**src/rtl/ssa_pkg.sv**
```systemverilog
// Shared types and constants for the server selection arbiter.
// Holds the item layouts, status and action codes and the register layout.
// No dependencies.
package ssa_pkg;

	localparam int WEIGHT_W = 8;
	localparam int RUN_W    = 8;
	localparam int ADDR_W   = 3;
	localparam int DATA_W   = 32;

	localparam logic [RUN_W-1:0] RUN_MAX           = 8'd255;
	localparam logic [7:0]       MAX_RETRIES_RESET = 8'd3;

	localparam logic MODE_WRR = 1'b0;
	localparam logic MODE_LC  = 1'b1;

	// register index, taken from paddr[2]
	localparam logic REG_MODE        = 1'b0;
	localparam logic REG_MAX_RETRIES = 1'b1;

	typedef enum logic [1:0] {
		ACT_ADD      = 2'd0,
		ACT_DISPATCH = 2'd1,
		ACT_OUTCOME  = 2'd2,
		ACT_HEALTH   = 2'd3
	} action_t;

	typedef enum logic [2:0] {
		ST_ACCEPTED   = 3'd0,
		ST_DISPATCHED = 3'd1,
		ST_REJECTED   = 3'd2,
		ST_FORWARD    = 3'd3,
		ST_RETRY      = 3'd4,
		ST_GIVE_UP    = 3'd5,
		ST_FULL       = 3'd6
	} status_t;

	typedef struct packed {
		action_t             action;
		logic [WEIGHT_W-1:0] weight;
		logic                is_retry;
		logic [3:0]          server_id;
		logic                succeeded;
		logic [7:0]          attempt;
	} in_item_t;

	typedef struct packed {
		status_t    status;
		logic [3:0] server_index;
	} out_item_t;

	typedef struct packed {
		logic       mode;
		logic [7:0] max_retries;
	} cfg_regs_t;

endpackage

```
**src/rtl/ssa_cfg.sv**
```systemverilog
// APB-style register file: selection mode and retry limit.
// Depends on ssa_pkg.
module ssa_cfg (
	input  logic                      clk,
	input  logic                      arst_n,
	input  logic                      psel,
	input  logic                      penable,
	input  logic                      pwrite,
	input  logic [ssa_pkg::ADDR_W-1:0] paddr,
	input  logic [ssa_pkg::DATA_W-1:0] pwdata,
	output logic [ssa_pkg::DATA_W-1:0] prdata,
	output logic                      pready,
	output ssa_pkg::cfg_regs_t        regs
);
	import ssa_pkg::*;

	logic      wr_en;
	cfg_regs_t regs_q;

	assign pready = 1'b1;
	assign wr_en  = psel && penable && pwrite;

	always_ff @(posedge clk or negedge arst_n) begin
		if (!arst_n) begin
			regs_q.mode        <= MODE_WRR;
			regs_q.max_retries <= MAX_RETRIES_RESET;
		end else if (wr_en) begin
			unique case (paddr[2])
				REG_MODE:        regs_q.mode        <= pwdata[0];
				REG_MAX_RETRIES: regs_q.max_retries <= pwdata[7:0];
				default:         regs_q.mode        <= regs_q.mode;
			endcase
		end
	end

	always_comb begin
		unique case (paddr[2])
			REG_MODE:        prdata = DATA_W'(regs_q.mode);
			REG_MAX_RETRIES: prdata = DATA_W'(regs_q.max_retries);
			default:         prdata = '0;
		endcase
	end

	assign regs = regs_q;

endmodule

```
**config.mk**
```make
export PLATFORM = sky130hd
export DESIGN_NAME = ssa_cfg
export DESIGN_NICKNAME = d
export VERILOG_FILES = /design/src/rtl/ssa_pkg.sv /design/src/rtl/ssa_cfg.sv
export SDC_FILE = /design/constraint.sdc
export NUM_CORES = 1
export LEC_CHECK = 0
export BUFFER_PORTS_ARGS = -buffer_cell sky130_fd_sc_hd__buf_2
export CELL_PAD_IN_SITES_DETAIL_PLACEMENT = 0
export CELL_PAD_IN_SITES_GLOBAL_PLACEMENT = 2
export CORE_UTILIZATION = 15
export CTS_BUF_LIST = sky130_fd_sc_hd__clkbuf_2 sky130_fd_sc_hd__clkbuf_4 sky130_fd_sc_hd__clkbuf_8
export DETAILED_ROUTE_END_ITERATION = 6
export PLACE_DENSITY = 0.83
export SETUP_SLACK_MARGIN = 0.3
export SLEW_MARGIN = 20
export SYNTH_ARGS = -nofsm -noshare
export SYNTH_HDL_FRONTEND = slang
export SYNTH_SLANG_ARGS = --single-unit
```
**constraint.sdc**
```tcl
create_clock -name clk -period 0.9 [get_ports clk]
set_input_delay 0.045 -clock clk [delete_from_list [all_inputs] [get_ports clk]]
set_output_delay 0.045 -clock clk [all_outputs]
set_load 0.02 [all_outputs]
```
Word-level counts from Yosys, hierarchy flattened:

Index checks and enable logic that the tools add are counted.

* output and inout port bits: 42
* bits of input ports: 40
* bits in registers: 9
* word-level logic and storage cells: 8

* bitwise operators: 1
* reductions and logical operators: 4
* muxes and demuxes: 1

Operators with widths (count)
* one-hot mux 32 bit (2 select lines): 1
* AND reduction 2 bit: 2
* logical AND 1 bit: 2
* NOT 1 bit: 1

Logic depth before layout (Yosys ltp):

Gate-level depths: netlist (run 1).

* depth in word-level cells: 3
* depth in mapped cells: 3
* mapped depth without buffers: 2

Worst setup path before layout (run 1):

Ideal clock, no wire load.

* kind: register to output
* start point: register regs_q, in the netlist regs[0]
* end point: output prdata[0] (netlist name)
* arrival time: 800 ps
* required time: 855 ps
* cell stages (with the launch flop): 2
* setup slack: 55 ps
* cell sequence: dfstp_2 -> mux2_2

* word-level cells in the longest chain between the ends: 1

Ends and longest elaborated chain
* start, declared: line ssa_cfg.sv:18 `cfg_regs_t regs_q;`
* one-hot mux 32 bit (2 select lines): line ssa_cfg.sv:37 `unique case (paddr[2])`
* end, declared: line ssa_cfg.sv:11 `output logic [ssa_pkg::DATA_W-1:0] prdata,`

No other way between the ends. The select of a mux whose other input is x is not followed.

Worst setup path in the final report (run 1):

Ends and elaborated chain as after synthesis.

==> results.toml, run 1 <==
[floorplanning]
die_width_um = 66.8
core-area_sq_mm = 0.00400
rows = 23
initial_utilization_pct = 15.7
die_h_um = 66.8
die_area_sq_mm = 0.00446
io_pins = 82

[place]
hpwl_um = 1060
gp_congestion = 0.612
portBuffers = 30

[routing]
dr.first_iter.drc_count = 3
vias_per_cell = 3.16
first_pass_iters = 2
ant_nets = 0
routed_wl_um = 1510
via_count = 471
drc = 0
post_drt_wl_per_cell_um = 10.1

[clock_network]
root_buffer = "clkbuf_8"
clk_pin_slew_worst_paths_ns = 0.05
cts-buffers-inserted = 3
clk_latency_ns = 0.23
numClockSinks = 9
tritoncts = "yes"
clock_path_buffers = 2
htreeDepth = 1

[worst_setup_path]
worst-path-buf-inv = 1
setup.worst_path.start_class = "flip-flop"
path_class = "reg -> out"
path_max_fanout = 2
arrival_ns = 1.03
cpPeakStageDelay_ns = 0.55
endpoint_kind = "output pin"
crit_chain = "mux2_4 > buf_6"
crit_slowest_cell = "dfstp_2"
cp_top_family = "flip-flops"
required_ns = 0.85

[layout]
largest_reg_flops = 9
drive_above_1_share_pct = 72.7
diodes = 0
nNetsFinal = 140
synthToLayoutAreaGrowth_pct = 68.2

[synthesis]
synth_top_cell_area_share_pct = 29.8
ys_warn_count = 0
seq_area_frac_synth_pct = 36.2
yosysMostFrequentCell = "buf_4"
yosys.area.top_type = "buf_4"
ys_top_cells_by_area = "buf_4 (30%), dfrtp_1 (28%), mux2_2 (18%)"
syn-instance-count = 56
synth_edf_count = 0
ys.flop_type = "dfrtp_1"
syn_area_sq_um = 629
async_flop_share_pct = 100
ys_ff_latch = 9
avgSynthCellArea_sq_um = 11.2
synth_cell_types = 9
netlist_top_cells_count = "buf_4 (25), mux2_2 (10), and2_2 (7), dfrtp_1 (7)"

[global_routing]
grt_max_degree = 10
grt_pass1_wl_um = 2190
antenna_found_initial = 0
grt_pass1_vias = 478
grt_use_total_pct = 7.12
gr-total-overflow = 0

[min_path]
holdCritPathClass = "in -> reg"

[sta]
hold_ws_ns = 0.0404
hold_viol_final = 0
setup_tns_ns = -1.14
drv_slew = 0
finalCritPeriodShare_pct = 120
setup_viol = 18
fin_ws_ns = -0.180
rsz0062_at_grt = "yes"
fmax_mhz = 926
final.setup_skew_ns = 0
fin_crit_ns = 1.08

[outcome]
violations = "setup timing"
status = "finished, violations left"

[pwr]
peakVddDrop_uv = 1060
leakagePower_nw = 0.555
powerDensity_mw_per_mm2 = 2100

[run]
drv_cap = 0
## worst reg2reg max path, cell delays in order (launching register included)
cell,delay [ns]
dfrtp_2,0.40
buf_4,0.13
buf_4,0.13
mux2_4,0.24
## timing repair
| action | 4_1_cts | 5_1_grt |
|---|---|---|
| gates resized for setup | 48 | 0 |
| setup endpoints to repair | 26 | 26 |
| hold buffers | 1 | 0 |
| buffers inserted | 9 | 1 |
| pin swaps | 6 | 0 |
| endpoints found under the hold margin | 9 | 0 |
## metrics by stage
stage	power, mW	util, %	area [sq um]	instances	setup WS, ns
3_3_place_gp	1.26	19.5	781	134	0.00629
6_report	2.22	26.5	1060	149	-0.180
3_5_place_dp	1.27	19.5	781	134	-0.0108
4_1_cts	2.22	26.3	1050	148	-0.199
5_1_grt	2.34	26.5	1060	149	-0.208
2_1_floorplan	1.15	-	759	79	0.0809
## metal layers
layer  wire length (um)  global-route usage (%)  vias up
met5                  0                       0        -
met1                558                    6.80      221
met3                112                    3.08        2
met4                  8                    2.39        0
li1                   -                       -      215
met2                827                    13.4       33
## power breakdown
group          leakage [nW]  switching (mW)  internal (mW)
Combinational         0.431           0.486          0.637
Sequential           0.0974          0.0647          0.523
Clock                0.0262           0.168          0.340
## layout make-up
cell class / instances / area [sq um]
sequential: 9 / 236
tap: 50 / 62.6
multi-input combinational: 44 / 335
fill: 435 / 2940
clock buffer: 4 / 48.8
timing repair buffer: 42 / 375
## cell families (layout without fill, tap and decap cells)
kind of cell,after synthesis,count (layout),share of synthesized area (%)
buffers and inverters,26,46,31.6
muxes,10,10,17.9
DFF,9,9,36.2
and+or+nand+nor,9,9,13.1
other,2,25,1.19
## worst paths after layout
| check | start | endpoint | slack, ns | depth (start not counted) |
|---|---|---|---|---|
| min reg2reg | regs[3] | regs[3] | 0.61 | 2 |
| max | regs[0] | prdata[0] | -0.18 | 2 |
| max reg2reg | regs[8] | regs[8] | -0.11 | 3 |
| min | pwdata[1] | regs[1] | 0.04 | 2 |
| min in group asynchronous | arst_n | regs[2] | 0.23 | 2 |
| max in group asynchronous | arst_n | regs[0] | 0.41 | 2 |
## layout by cell type (no fill, tap or decap)
cell	Yosys	routed
mux2_4	0	10
nand4_4	1	1
dfstp_2	2	2
buf_4	25	4
nand4b_1	1	1
dlygate4sd3_1	0	1
and2_4	0	7
dfrtp_2	0	7
clkbuf_4	0	1
clkbuf_8	0	3
buf_2	0	13
buf_6	1	24
conb_1	2	25
Power figures use the tool's default switching activity.
==> inputs of run 2 (changes only) <==
--- a/config.mk
+++ b/config.mk
@@ -8,6 +8,7 @@
 export BUFFER_PORTS_ARGS = -buffer_cell sky130_fd_sc_hd__buf_2
 export CELL_PAD_IN_SITES_DETAIL_PLACEMENT = 0
 export CELL_PAD_IN_SITES_GLOBAL_PLACEMENT = 2
+export CORE_ASPECT_RATIO = 1.4
 export CORE_UTILIZATION = 15
 export CTS_BUF_LIST = sky130_fd_sc_hd__clkbuf_2 sky130_fd_sc_hd__clkbuf_4 sky130_fd_sc_hd__clkbuf_8
 export DETAILED_ROUTE_END_ITERATION = 6
==> constraint.sdc (replaced) <==
create_clock -name clk -period 0.9 [get_ports clk]
set_input_delay 0.18 -clock clk [delete_from_list [all_inputs] [get_ports clk]]
set_output_delay 0.18 -clock clk [all_outputs]
set_load 0.02 [all_outputs]
==> results.toml, run 2 (synthesized netlist as in run 1, its figures left out) <==
[layout]
largest_reg_flops = 9
diodes = 0
synthToLayoutAreaGrowth_pct = 53.3
final_common_cell = "conb_1"
post-route-util_pct = 24.2
final_cell_mix = "conb_1 (25), buf_6 (20), buf_2 (13), and2_4 (7), dfrtp_2 (7)"
nNetsFinal = 133
drive_above_1_share_pct = 71.7

[clock_network]
root_buffer = "clkbuf_8"
clk_pin_slew_worst_paths_ns = 0.04
cts-buffers-inserted = 3
numClockSinks = 9
htreeDepth = 1
clock_path_buffers = 2
clk_latency_ns = 0.23
tritoncts = "yes"

[routing]
first_pass_iters = 7
post_drt_wl_per_cell_um = 10.0
drc = 8
routed_wl_um = 1360
vias_per_cell = 3.27
dr.first_iter.drc_count = 18
ant_nets = 0
via_count = 441

[worst_setup_path]
cpPeakStageDelay_ns = 0.39
path_max_fanout = 2
path_class = "reg -> out"
required_ns = 0.72
setup.worst_path.start_class = "flip-flop"
r2r_end = "regs[8]"
crit_chain = "mux2_4 > buf_6"
reg2regPathDepth = 3
critPathLaunch = "regs[8]"
worstReg2RegStart = "regs[8]"
endpoint_kind = "output pin"
arrival_ns = 1.02
crit_slowest_cell = "dfrtp_2"
rrSetupSlack_ns = -0.10

[global_routing]
antenna_found_initial = 0
grt_max_degree = 10
grt_use_total_pct = 6.02
grt_pass1_vias = 409
gr-total-overflow = 0
grt_pass1_wl_um = 2010

[place]
gp_congestion = 0.645
portBuffers = 30
hpwl_um = 1080
pre_cts_slack_ns = -0.142

[pwr]
leakagePower_nw = 0.497
peakVddDrop_uv = 822
powerDensity_mw_per_mm2 = 2120

[floorplanning]
initial_utilization_pct = 15.8
io_pins = 82
die_width_um = 56.7
rows = 27
core-area_sq_mm = 0.00399
die_area_sq_mm = 0.00446
die_h_um = 78.6

[sta]
rsz0062_at_grt = "yes"
hold_viol_final = 7
fin_ws_ns = -0.303
setup_tns_ns = -2.89
setup_viol = 18
fmax_mhz = 831
finalCritPeriodShare_pct = 134
final.setup_skew_ns = 0
hold_ws_ns = -0.199
drv_slew = 0
fin_crit_ns = 1.20

[min_path]
holdCritPathClass = "in -> async"

[run]
drv_cap = 0

[outcome]
status = "finished, violations left"
violations = "DRC, hold timing, setup timing"
==> run 2: cell count changes in the layout (fill, tap and decap cells not counted), sizes merged <==
cell,before,now
dlygate4sd3,1,0
buf,41,35
==> run 2: where the power goes <==
part	switching [mW]	total, mW	internal (mW)
clock	0.155	0.493	0.338
sequential	0.0805	0.605	0.525
combinational	0.433	0.948	0.515
==> run 2: area by class of cell <==
class                           instances  area [sq um]
Clock buffer                            4          48.8
Sequential cell                         9           236
Multi-Input combinational cell         44           320
Timing Repair Buffer                   35           305
Tap cell                               43          53.8
Fill cell                             434          3020
==> run 2: layer usage <==
layer  wire (um)  vias up  part of all wire, %  GRT usage, %
met2         725       39                   54          10.8
met5           0        -                    0             0
li1            -      201                    -             -
met1         468      201                   35          6.27
met3         161        0                   12          3.29
met4           0        0                    0         0.732
==> run 2: worst max-delay path by stage <==
stage                 to  slack [ns]  depth (start not counted)
2_1_floorplan  prdata[0]       -0.05                          1
3_3_place_gp     regs[4]       -0.12                          3
3_5_place_dp     regs[5]       -0.14                          3
4_1_cts        prdata[0]       -0.32                          2
5_1_grt        prdata[0]       -0.33                          2
6_report       prdata[0]       -0.30                          2
==> run 2: repair_timing <==
action,in CTS,in global routing
endpoints found under the hold margin,7,7
endpoints found under the setup margin,26,26
gates resized for setup,37,2
pin swaps,0,0
setup buffers,2,0
==> run 2: worst max-delay path, delay by kind of cell (launching register included) <==
family	cells	cell delay [ns]
flip-flops	1	0.39
multiplexers	1	0.27
buffers and inverters	1	0.13
==> run 2: metrics by stage <==
stage	std cells	hold slack, ns	cell area (sq um)	power (mW)
2_1_floorplan	79	-0.116	757	1.15
3_3_place_gp	129	0.0405	776	1.28
3_5_place_dp	129	0.0530	776	1.29
4_1_cts	135	-0.197	957	2.07
5_1_grt	135	-0.194	965	2.16
6_report	135	-0.199	965	2.05
